## config.mk

```make
export PLATFORM = sky130hd
export DESIGN_NAME = sync_xor_frame_extractor_unit
export DESIGN_NICKNAME = d
export VERILOG_FILES = /design/src/rtl/sxfe_pkg.sv /design/src/rtl/sync_xor_frame_extractor_unit.sv
export VERILOG_INCLUDE_DIRS = /design/src /design/src/rtl
export SDC_FILE = /design/constraint.sdc
export NUM_CORES = 2
export LEC_CHECK = 0
export BUFFER_PORTS_ARGS = -buffer_cell sky130_fd_sc_hd__buf_2
export CAP_MARGIN = 20
export CELL_PAD_IN_SITES_DETAIL_PLACEMENT = 0
export CELL_PAD_IN_SITES_GLOBAL_PLACEMENT = 1
export CORE_ASPECT_RATIO = 1.4
export CORE_MARGIN = 5
export CORE_UTILIZATION = 30
export CTS_BUF_LIST = sky130_fd_sc_hd__clkbuf_8
export DETAILED_ROUTE_END_ITERATION = 10
export PLACE_DENSITY_LB_ADDON = 0.2
export SYNTH_ARGS = -nofsm -noshare
export SYNTH_HDL_FRONTEND = slang
export SYNTH_SLANG_ARGS = --single-unit
export TNS_END_PERCENT = 100
```

## constraint.sdc

```tcl
create_clock -name clock -period 7 [get_ports clock]
set_clock_uncertainty 0.1 [all_clocks]
set_input_delay 1.4 -clock clock [delete_from_list [all_inputs] [get_ports clock]]
set_output_delay 1.4 -clock clock [all_outputs]
set_load 0.05 [all_outputs]
```

## src/rtl/sync_xor_frame_extractor_unit_assert.svh

```systemverilog
// Assertion macros for the sync XOR frame extractor.
// Included by the top level; needs nothing else.
`ifndef SYNC_XOR_FRAME_EXTRACTOR_UNIT_ASSERT_SVH
`define SYNC_XOR_FRAME_EXTRACTOR_UNIT_ASSERT_SVH

// Same-cycle implication, disabled during reset
`define SXFE_ASSERT_IMP(lbl, clk, rst, ante, cons, msg) \
   lbl: assert property (@(posedge clk) disable iff (rst) (ante) |-> (cons)) \
      else $error(msg);

// Next-cycle implication, disabled during reset
`define SXFE_ASSERT_NXT(lbl, clk, rst, ante, cons, msg) \
   lbl: assert property (@(posedge clk) disable iff (rst) (ante) |=> (cons)) \
      else $error(msg);

`endif

```

## src/rtl/sxfe_pkg.sv

```systemverilog
// Package for the sync XOR frame extractor: opcodes, sequencer states, defaults.
// No dependencies.
`default_nettype none

package sxfe_pkg;

   localparam int unsigned DEFAULT_BUFFER_DEPTH = 256;
   localparam logic [7:0]  SYNC_RESET_VALUE     = 8'h55;
   localparam logic [7:0]  MIN_FRAME_LENGTH     = 8'd3;

   typedef enum logic [1:0] {
      OP_PUSH = 2'd0,
      OP_PULL = 2'd1,
      OP_END  = 2'd2,
      OP_NOP  = 2'd3
   } opcode_type;

   typedef enum logic [2:0] {
      ST_IDLE,
      ST_SCAN,
      ST_CHK_SYNC,
      ST_CHK_LEN,
      ST_SUM,
      ST_EMIT,
      ST_RESP
   } state_type;

endpackage

`default_nettype wire

```

## src/rtl/sync_xor_frame_extractor_unit.sv

```systemverilog
// Sync XOR frame extractor: ring buffer, scanning sequencer and output register.
// Depends on sxfe_pkg and sync_xor_frame_extractor_unit_assert.svh.
//
//   channel  ports                               direction  transfer
//   req      req_valid/ready, opcode, data_byte  in         valid/ready beat
//   rsp      rsp_valid/ready, six result fields  out        valid/ready beat
//   csr      csr_wr_en, csr_wr_data              in         write on enable
//
// Push, end mark and no-op go from idle straight to the response state; a pull that
// emits a byte of a frame already found reads it in the emit state first. A pull
// that scans reads each candidate byte by byte through the single buffer read port,
// which, with registered read data, gives one byte per cycle to the XOR/compare unit.
// Synchronous active-high reset; the buffer needs no clearing pass.
// req_ready is high only in idle; a finished result waits in the output register
// while the next beat is taken, and the sequencer stalls only if it is still full.
`default_nettype none

module sync_xor_frame_extractor_unit #(
   parameter int unsigned BUFFER_DEPTH = sxfe_pkg::DEFAULT_BUFFER_DEPTH
) (
   input  wire logic       clock,
   input  wire logic       reset,
   input  wire logic       req_valid,
   output logic            req_ready,
   input  wire logic [1:0] req_opcode,
   input  wire logic [7:0] req_data_byte,
   output logic            rsp_valid,
   input  wire logic       rsp_ready,
   output logic            rsp_out_valid,
   output logic [7:0]      rsp_out_byte,
   output logic            rsp_frame_first,
   output logic            rsp_frame_last,
   output logic            rsp_push_refused,
   output logic            rsp_finished,
   input  wire logic       csr_wr_en,
   input  wire logic [7:0] csr_wr_data
);
   import sxfe_pkg::*;

   `include "sync_xor_frame_extractor_unit_assert.svh"

   localparam int unsigned AW = $clog2(BUFFER_DEPTH);
   localparam int unsigned HW = $clog2(BUFFER_DEPTH + 1);
   localparam logic [HW-1:0] HELD_FULL = HW'(BUFFER_DEPTH);

   // Ring storage and registered read data
   logic [7:0]    ring [BUFFER_DEPTH];
   logic [7:0]    rd_data_ff;
   logic [AW-1:0] rd_addr;
   logic          mem_we;

   // Control state
   state_type     state_ff, state_in;
   logic [AW-1:0] wr_ptr_ff, wr_ptr_in;
   logic [AW-1:0] scan_ptr_ff, scan_ptr_in;
   logic [HW-1:0] held_ff, held_in;
   logic          emit_active_ff, emit_active_in;
   logic [7:0]    emit_index_ff, emit_index_in;
   logic [7:0]    emit_length_ff, emit_length_in;
   logic          ended_ff, ended_in;
   logic [7:0]    sync_ff;
   logic          rsp_valid_ff, rsp_valid_in;

   // Candidate check working registers
   logic [7:0]    offset_ff, offset_in;
   logic [7:0]    sum_ff, sum_in;

   // Pending result and output register
   logic          res_valid_ff, res_valid_in;
   logic [7:0]    res_byte_ff, res_byte_in;
   logic          res_first_ff, res_first_in;
   logic          res_last_ff, res_last_in;
   logic          res_refused_ff, res_refused_in;
   logic          out_valid_ff, out_valid_in;
   logic [7:0]    out_byte_ff, out_byte_in;
   logic          out_first_ff, out_first_in;
   logic          out_last_ff, out_last_in;
   logic          out_refused_ff, out_refused_in;
   logic          out_finished_ff, out_finished_in;

   // Ring address base + offset, wrapped at the buffer depth
   function automatic logic [AW-1:0] wrap_add(input logic [AW-1:0] base,
                                              input logic [7:0]    off);
      logic [AW:0] sum;
      sum = {1'b0, base} + (AW+1)'(off);
      if (sum >= (AW+1)'(BUFFER_DEPTH)) begin
         sum = sum - (AW+1)'(BUFFER_DEPTH);
      end
      return sum[AW-1:0];
   endfunction

   assign req_ready        = (state_ff == ST_IDLE);
   assign rsp_valid        = rsp_valid_ff;
   assign rsp_out_valid    = out_valid_ff;
   assign rsp_out_byte     = out_byte_ff;
   assign rsp_frame_first  = out_first_ff;
   assign rsp_frame_last   = out_last_ff;
   assign rsp_push_refused = out_refused_ff;
   assign rsp_finished     = out_finished_ff;

   // Sequencer: next state, buffer control and result staging
   always_comb begin
      state_in        = state_ff;
      wr_ptr_in       = wr_ptr_ff;
      scan_ptr_in     = scan_ptr_ff;
      held_in         = held_ff;
      emit_active_in  = emit_active_ff;
      emit_index_in   = emit_index_ff;
      emit_length_in  = emit_length_ff;
      ended_in        = ended_ff;
      offset_in       = offset_ff;
      sum_in          = sum_ff;
      res_valid_in    = res_valid_ff;
      res_byte_in     = res_byte_ff;
      res_first_in    = res_first_ff;
      res_last_in     = res_last_ff;
      res_refused_in  = res_refused_ff;
      rsp_valid_in    = rsp_valid_ff;
      out_valid_in    = out_valid_ff;
      out_byte_in     = out_byte_ff;
      out_first_in    = out_first_ff;
      out_last_in     = out_last_ff;
      out_refused_in  = out_refused_ff;
      out_finished_in = out_finished_ff;
      rd_addr         = scan_ptr_ff;
      mem_we          = 1'b0;

      // Release the output register once taken
      if (rsp_valid_ff && rsp_ready) begin
         rsp_valid_in = 1'b0;
      end

      case (state_ff)
         ST_IDLE: begin
            if (req_valid) begin
               res_valid_in   = 1'b0;
               res_byte_in    = 8'd0;
               res_first_in   = 1'b0;
               res_last_in    = 1'b0;
               res_refused_in = 1'b0;
               state_in       = ST_RESP;
               case (req_opcode)
                  OP_PUSH: begin
                     if (!ended_ff) begin
                        if (held_ff == HELD_FULL) begin
                           res_refused_in = 1'b1;
                        end else begin
                           mem_we    = 1'b1;
                           wr_ptr_in = wrap_add(wr_ptr_ff, 8'd1);
                           held_in   = held_ff + HW'(1);
                        end
                     end
                  end
                  OP_PULL: begin
                     if (emit_active_ff) begin
                        rd_addr  = wrap_add(scan_ptr_ff, emit_index_ff);
                        state_in = ST_EMIT;
                     end else begin
                        state_in = ST_SCAN;
                     end
                  end
                  OP_END: begin
                     ended_in = 1'b1;
                  end
                  default: begin
                  end
               endcase
            end
         end

         ST_SCAN: begin
            // Fetch the oldest held byte, or stop when nothing is held
            if (held_ff == HW'(0)) begin
               state_in = ST_RESP;
            end else begin
               rd_addr  = scan_ptr_ff;
               state_in = ST_CHK_SYNC;
            end
         end

         ST_CHK_SYNC: begin
            if (rd_data_ff != sync_ff) begin
               scan_ptr_in = wrap_add(scan_ptr_ff, 8'd1);
               held_in     = held_ff - HW'(1);
               state_in    = ST_SCAN;
            end else if (held_ff < HW'(2)) begin
               if (ended_ff) begin
                  scan_ptr_in = wrap_add(scan_ptr_ff, 8'd1);
                  held_in     = held_ff - HW'(1);
                  state_in    = ST_SCAN;
               end else begin
                  state_in = ST_RESP;
               end
            end else begin
               rd_addr  = wrap_add(scan_ptr_ff, 8'd1);
               state_in = ST_CHK_LEN;
            end
         end

         ST_CHK_LEN: begin
            // Check length, then start the checksum run at the first payload byte
            if (rd_data_ff < MIN_FRAME_LENGTH) begin
               scan_ptr_in = wrap_add(scan_ptr_ff, 8'd1);
               held_in     = held_ff - HW'(1);
               state_in    = ST_SCAN;
            end else if (held_ff < HW'(rd_data_ff)) begin
               if (ended_ff) begin
                  scan_ptr_in = wrap_add(scan_ptr_ff, 8'd1);
                  held_in     = held_ff - HW'(1);
                  state_in    = ST_SCAN;
               end else begin
                  state_in = ST_RESP;
               end
            end else begin
               sum_in         = sync_ff ^ rd_data_ff;
               emit_length_in = rd_data_ff;
               offset_in      = 8'd2;
               rd_addr        = wrap_add(scan_ptr_ff, 8'd2);
               state_in       = ST_SUM;
            end
         end

         ST_SUM: begin
            // Fold payload bytes, compare at the checksum position
            if (offset_ff == emit_length_ff - 8'd1) begin
               if (sum_ff == rd_data_ff) begin
                  emit_active_in = 1'b1;
                  emit_index_in  = 8'd0;
                  rd_addr        = scan_ptr_ff;
                  state_in       = ST_EMIT;
               end else begin
                  scan_ptr_in = wrap_add(scan_ptr_ff, 8'd1);
                  held_in     = held_ff - HW'(1);
                  state_in    = ST_SCAN;
               end
            end else begin
               sum_in    = sum_ff ^ rd_data_ff;
               offset_in = offset_ff + 8'd1;
               rd_addr   = wrap_add(scan_ptr_ff, offset_ff + 8'd1);
            end
         end

         ST_EMIT: begin
            res_valid_in = 1'b1;
            res_byte_in  = rd_data_ff;
            res_first_in = (emit_index_ff == 8'd0);
            res_last_in  = (emit_index_ff + 8'd1 == emit_length_ff);
            if (emit_index_ff + 8'd1 == emit_length_ff) begin
               // Frame done: drop only its sync byte so overlaps are still found
               emit_active_in = 1'b0;
               emit_index_in  = 8'd0;
               scan_ptr_in    = wrap_add(scan_ptr_ff, 8'd1);
               held_in        = held_ff - HW'(1);
            end else begin
               emit_index_in = emit_index_ff + 8'd1;
            end
            state_in = ST_RESP;
         end

         ST_RESP: begin
            // Load the output register when it is free or being taken
            if (!rsp_valid_ff || rsp_ready) begin
               rsp_valid_in    = 1'b1;
               out_valid_in    = res_valid_ff;
               out_byte_in     = res_byte_ff;
               out_first_in    = res_first_ff;
               out_last_in     = res_last_ff;
               out_refused_in  = res_refused_ff;
               out_finished_in = ended_ff && !emit_active_ff && (held_ff == HW'(0));
               state_in        = ST_IDLE;
            end
         end

         default: begin
            state_in = ST_IDLE;
         end
      endcase
   end

   // Ring write and registered read
   always_ff @(posedge clock) begin
      if (mem_we) begin
         ring[wr_ptr_ff] <= req_data_byte;
      end
      rd_data_ff <= ring[rd_addr];
   end

   // Control registers
   always_ff @(posedge clock) begin
      if (reset) begin
         state_ff       <= ST_IDLE;
         wr_ptr_ff      <= '0;
         scan_ptr_ff    <= '0;
         held_ff        <= '0;
         emit_active_ff <= 1'b0;
         emit_index_ff  <= 8'd0;
         emit_length_ff <= 8'd0;
         ended_ff       <= 1'b0;
         sync_ff        <= SYNC_RESET_VALUE;
         rsp_valid_ff   <= 1'b0;
      end else begin
         state_ff       <= state_in;
         wr_ptr_ff      <= wr_ptr_in;
         scan_ptr_ff    <= scan_ptr_in;
         held_ff        <= held_in;
         emit_active_ff <= emit_active_in;
         emit_index_ff  <= emit_index_in;
         emit_length_ff <= emit_length_in;
         ended_ff       <= ended_in;
         rsp_valid_ff   <= rsp_valid_in;
         if (csr_wr_en) begin
            sync_ff <= csr_wr_data;
         end
      end
   end

   // Working and payload registers
   always_ff @(posedge clock) begin
      offset_ff       <= offset_in;
      sum_ff          <= sum_in;
      res_valid_ff    <= res_valid_in;
      res_byte_ff     <= res_byte_in;
      res_first_ff    <= res_first_in;
      res_last_ff     <= res_last_in;
      res_refused_ff  <= res_refused_in;
      out_valid_ff    <= out_valid_in;
      out_byte_ff     <= out_byte_in;
      out_first_ff    <= out_first_in;
      out_last_ff     <= out_last_in;
      out_refused_ff  <= out_refused_in;
      out_finished_ff <= out_finished_in;
   end

   // Checks
   `SXFE_ASSERT_IMP(a_held_bound, clock, reset, 1'b1, held_ff <= HELD_FULL,
                    "held count over depth")
   `SXFE_ASSERT_IMP(a_emit_held, clock, reset, emit_active_ff,
                    (emit_length_ff >= MIN_FRAME_LENGTH) && (emit_index_ff < emit_length_ff)
                    && (held_ff >= HW'(emit_length_ff)),
                    "frame being emitted not fully held")
   `SXFE_ASSERT_NXT(a_busy_after_beat, clock, reset, req_valid && req_ready, !req_ready,
                    "beat taken while busy")

endmodule

`default_nettype wire
```

-- Word level (Yosys, flattened, before mapping)
Memory sizes are Yosys's and may differ from the RTL's. A register that Yosys moved wholly into a read port is not among the register bits.
Cells that the tools add are included.
- memories kept: 1
- logic and storage cells: 191
- bits in writable memories: 2048
- register bits: 96
- output and inout port bits: 15
- bitwise logic cells: 7
- reduce and logical (&&, ||, !) cells: 28
- equality and inequality tests: 27
- magnitude comparators: 8
- mux-type cells: 82
- $add $sub $neg: 15
- memories (memory ; depth ; width ; read ports ; clocked after memory_dff ; wr ports ; line ; text):
    ring ; 256 ; 8 ; 1 ; 1 ; 1 ; sync_xor_frame_extractor_unit.sv:47 ; logic [7:0] ring [BUFFER_DEPTH];
- operators with widths (operator ; count):
    two-way mux 8 bit ; 31
    two-way mux 9 bit ; 12
    case mux 8 bit (2 select lines) ; 4
    case mux 8 bit (4 select lines) ; 2
    subtractor 8 x 1 -> 8 bit, second input constant ; 6
    >= comparator 9 bit, second input constant ; 5
    case mux 9 bit (5 select lines) ; 1
    two-way mux 3 bit ; 12
    == test 8 bit ; 3
    != test 2 bit, second input constant ; 11
    case mux 3 bit (7 select lines) ; 1
    adder 8 x 1 -> 9 bit, second input constant ; 2
    adder 8 x 8 -> 9 bit ; 2
    adder 8 x 1 -> 8 bit, second input constant ; 2
    bitwise XOR 8 bit ; 2
    two-way mux 1 bit ; 15
    AND reduction 3 bit ; 4
    AND reduction 10 bit ; 1
    adder 8 x 2 -> 9 bit, second input constant ; 1
    adder 9 x 1 -> 9 bit, second input constant ; 1
    == test 3 bit, second input constant ; 3
    == test 9 bit, second input constant ; 1
    zero test 9 bit ; 1
    less-than comparator 9 x 2 -> 1 bit, second input constant ; 1
    26 further kinds ; 43

-- Depth between registers and ports, before layout
- word-level depth: 8
- gate-level depth with buffers: 21
- mapped depth without buffers: 17

-- Worst setup path after synthesis
No wires, ideal clock.
- path kind: input to register
- from: in req_opcode[1]
- to: reg rd_data_ff[3] (read register of ring)
- library setup time: 73 ps
- data arrival time: 4074 ps
- cell stages on the path: 14
- path slack: 2753 ps
- path through: and4b_1 > clkbuf_1 > o21ai_0 > nor3_1 > a21oi_1 > a211oi_2 > o211a_2 > buf_4 > nand3_2 > o221ai_1 > a211oi_1 > or4_1 > o32a_1 > o211ai_2
- word-level cells in the longest chain between the ends: 4
- ends and longest elaborated chain (what ; line ; text):
    from (decl) ; sync_xor_frame_extractor_unit.sv:25 ; input wire logic [1:0] req_opcode,
    == test 2 x 1 -> 1 bit ; sync_xor_frame_extractor_unit.sv:142 ; case (req_opcode)
    two-way mux 8 bit ; sync_xor_frame_extractor_unit.sv:142 ;
    two-way mux 8 bit ; sync_xor_frame_extractor_unit.sv:135 ; if (req_valid) begin
    case mux 8 bit (4 select lines) ; sync_xor_frame_extractor_unit.sv:133 ; case (state_ff)
    to (decl) ; sync_xor_frame_extractor_unit.sv:48 ; logic [7:0] rd_data_ff;
Every way passes these cells.
A chain may end at the register's enable or synchronous reset.

-- Final worst setup path
- from: reg offset_ff[0]
- to: reg rd_data_ff[1] (read register of ring)
- word-level cells in the longest chain between the ends: 6
- ends and longest elaborated chain (what ; line ; text):
    from (decl) ; sync_xor_frame_extractor_unit.sv:65 ; logic [7:0] offset_ff, offset_in;
    from (signal assigned) ; sync_xor_frame_extractor_unit.sv:319 ; offset_ff <= offset_in;
    adder 8 x 1 -> 8 bit ; sync_xor_frame_extractor_unit.sv:239 ; rd_addr = wrap_add(scan_ptr_ff, offset_ff + 8'd1);
    adder 8 x 8 -> 9 bit ; sync_xor_frame_extractor_unit.sv:85 ; sum = {1'b0, base} + (AW+1)'(off);
    subtractor 8 x 1 -> 8 bit / >= comparator 9 bit (equally long branches) ; sync_xor_frame_extractor_unit.sv:87, sync_xor_frame_extractor_unit.sv:86 ;
    two-way mux 8 bit ; sync_xor_frame_extractor_unit.sv:86 ; if (sum >= (AW+1)'(BUFFER_DEPTH)) begin
    two-way mux 8 bit * ; sync_xor_frame_extractor_unit.sv:225 ; if (offset_ff == emit_length_ff - 8'd1) begin
    case mux 8 bit (4 select lines) * ; sync_xor_frame_extractor_unit.sv:133 ;
Every way passes the cells marked *; elsewhere a longest branch is shown, timed or not.

==> flow_metrics.py <==
metrics = {
    "outcome": {
        "status": "finished clean",
    },
    "cts": {
        "cts_resized": 0,
        "cts-hold-fix-buffers": 0,
        "cts_tree": "yes",
        "clkLatencyLatePin_ps": 1030,
        "postCtsSetupRepairBufs": 0,
        "h-tree-depth": 5,
        "cts_buffers": 346,
        "cts_buffer_depth": 4,
        "cts_sinks": 2152,
        "root_buffer": "clkbuf_8",
        "cts.clk_slew.worst_paths_ps": 60,
    },
    "sta": {
        "period_share": 0.904,
        "fmax_mhz": 158,
        "finalWorstSetupSlack_ps": 669,
        "fin_crit_ps": 6330,
        "drv_slew": 0,
        "maxSlewHeadroom": 0.0912,
        "setup_viol": 0,
        "worst_pin_slew_ps": 1360,
        "hold_violations": 0,
        "rsz0062_at_grt": "no",
        "finalSetupTns_ps": 0,
    },
    "global_routing": {
        "globalRoute.totalOverflow": 0,
        "grt_usage": 0.219,
        "antenna_found_initial": 11,
        "grt_pass1_vias": 58000,
        "grt_pass1_wl_um": 478000,
        "grt_max_degree": 165,
    },
    "place": {
        "dpl.hpwl_um": 228000,
        "routabilityCongestion": 0.887,
        "io_buffer_count": 37,
        "place_area_sq_mm": 0.0954,
        "place_ws_ps": 451,
    },
    "hold_path": {
        "min_path_type": "register to register",
        "min_from": "res_byte_ff[5]$_SDFFCE_PN0P_",
    },
    "floorplan": {
        "io_pins": 38,
        "placement_rows": 236,
        "core_area_sq_mm": 0.295,
        "die-height_um": 653,
        "die-area_sq_mm": 0.307,
        "start_util": 0.301,
        "die_w_um": 469,
    },
    "drt": {
        "vias": 58900,
        "wl_met1_um": 133000,
        "drtIter0Drc": 5706,
        "ant_nets": 0,
        "drc": 0,
        "dr_wl_met2_um": 174000,
        "routed-wl-met3_um": 19200,
        "avgRoutedWirePerCell_um": 31.0,
        "routed.top_layer": "met5",
        "viasPerCell": 5.26,
        "wirelength_um": 347000,
        "first_pass_iters": 5,
    },
    "final_layout": {
        "largestRegisters": "ring (2048), held_ff (9)",
        "largest_reg_flops": 2048,
        "nets": 7061,
        "seqCellArea_sq_mm": 0.0640,
        "final_layout_size_suffix_gt1_frac": 0.139,
        "final_common_cell": "edfxtp_1",
        "utilization": 0.344,
        "layout_common_cells": "2089 x edfxtp_1, 1484 x nand2_1, 526 x nand3_1, 432 x nor2_1, 363 x buf_4",
        "multi_input_area_sq_mm": 0.0224,
        "stdcell_area_sq_mm": 0.102,
        "num-fill-cells": 29100,
        "regMostFlops": "ring",
        "syn_to_final_growth_pct": 14.5,
    },
    "critical_path": {
        "slowest_stage": "a2111o_1",
        "cp-endpoint": "rd_data_ff[1]$_DFF_P_",
        "crit_chain": "ha_1, xor2_1, ha_1, o21a_1, a21o_1, a211o_1, o311ai_1, a21oi_1, a2111o_1, nor2_1, buf_4, a21boi_0, o21ai_0, and3_1, a31oi_1, o211ai_1",
        "rrSetupSlack_ps": 670,
        "start_kind": "register",
        "r2r_end": "rd_data_ff[1]$_DFF_P_",
        "crit_path_end_kind": "register",
        "worstSetupStartpoint": "offset_ff[0]$_SDFFCE_PN0P_",
        "cp.depth": 16,
        "path_class": "register to register",
        "critPathMaxFanout": 11,
        "reg2regPathDepth": 16,
        "path_delay_family": "compound AO/OA/AOI/OAI gates",
        "required_ps": 7720,
        "cp_num_buf_inv": 1,
        "crit_arrival_ps": 7050,
        "cpPeakStageDelay_ps": 780,
        "r2r-start": "offset_ff[0]$_SDFFCE_PN0P_",
        "path_common_cell": "ha_1",
    },
    "pwr": {
        "p_total_w": 0.0434,
        "p_leak_nw": 33.9,
        "powerDensity_mw_per_mm2": 428,
        "vdd_drop_max_mv": 0.423,
    },
    "job": {
        "maxCapViolations": 0,
    },
    "synthesis": {
        "synth_enable_flop_cells": 2089,
        "synthDominantCellAreaShare": 0.707,
        "synth_flop_cell": "edfxtp_1",
        "ys_top_cells_by_area": "edfxtp_1 71%, nand2_1 6.3%, nand3_1 3.0%, mux4_2 2.0%, nor2_1 1.9%",
        "synth-seq-area-share": 0.722,
        "synth_cells": 6620,
        "synth_top_area_cell": "edfxtp_1",
        "syn_area_per_cell_sq_um": 13.4,
        "synth_warnings": 0,
        "mappedNetlistArea_sq_mm": 0.0887,
        "synth_cell_types": 97,
        "syn-num-nets": 6679,
        "synth_seq_cells": 2152,
        "async_flop_share": 0,
    },
}
[worst min-delay path by stage]
stage / end / slack, ps / cells after the start
5_1_grt: rsp_out_byte[4]$_DFFE_PP_ / 340 / 0
6_report: rsp_out_byte[5]$_DFFE_PP_ / 320 / 0
2_1_floorplan: rsp_frame_first$_DFFE_PP_ / 300 / 0
3_3_place_gp: rsp_out_byte[0]$_DFFE_PP_ / 300 / 0
4_1_cts: rsp_out_byte[5]$_DFFE_PP_ / 320 / 0
3_5_place_dp: rsp_out_byte[5]$_DFFE_PP_ / 300 / 0
[synth_stat cells, types with 8 or more instances]
master	count
edfxtp_1	2089
o21ai_0	81
a211o_1	12
a22oi_1	84
buf_6	29
dfxtp_1	63
buf_4	49
inv_1	33
nand3b_1	8
a31oi_1	105
nand2_1	1484
a221oi_1	13
o221ai_1	14
ha_1	34
buf_2	227
nor2b_1	21
nor3_1	41
clkbuf_1	94
xor2_1	40
o22ai_1	50
a311oi_1	34
a32oi_1	22
nand4_1	75
nor2_1	443
a211oi_1	25
nor2_2	9
mux4_2	78
and3_1	107
o211ai_1	21
nor3b_1	8
nor4_1	33
mux2i_1	140
o2111ai_1	8
xnor2_1	43
and2_1	13
buf_1	19
nand3_1	527
a21oi_1	284
or3_1	9
o31ai_1	9
a22o_1	8
[cell families (layout without fill, tap and decap cells)]
family / count (synthesis) / after routing / share of synthesized area
buffers and inverters: 453 / 1089 / 0.0269
AO/OA/AOI/OAI: 857 / 857 / 0.0641
other: 0 / 5 / 0
AND/OR/NAND/NOR: 2816 / 2816 / 0.138
XOR/XNOR: 84 / 84 / 0.00838
multiplexers: 222 / 222 / 0.0361
adder cells (fa/ha/maj): 36 / 36 / 0.00525
flip-flops: 2152 / 2152 / 0.722
[where the power goes]
part,internal (W),total [W],switching (W)
Combinational,0.00560,0.0189,0.0133
Sequential,0.0143,0.0145,0.000172
Clock,0.00486,0.0101,0.00520
[metal layers]
| metal | up-vias | GRT usage |
|---|---|---|
| li1 | 25500 | - |
| met1 | 30700 | 0.262 |
| met2 | 2141 | 0.383 |
| met3 | 594 | 0.0337 |
| met4 | 2 | 0.112 |
| met5 | - | 0 |
[through the flow]
| stage | hold WS (ps) | instances |
|---|---|---|
| final | 318 | 11200 |
| after global placement | 303 | 10600 |
| after detailed placement | 305 | 10600 |
| after floorplan | 300 | 6620 |
| after CTS | 319 | 11200 |
| after global routing | 336 | 11200 |
[area by class of cell]
type | count | area share
sequential | 2152 | 0.630
multi-input combinational | 4015 | 0.221
tap | 3927 | 0.0484
clock buffer | 356 | 0.0483
timing repair buffer | 453 | 0.0394
clock inverter | 246 | 0.0113
inverter | 34 | 0.00126
antenna | 5 | 0.000123
Note: power is estimated with default switching activity, not from simulation.
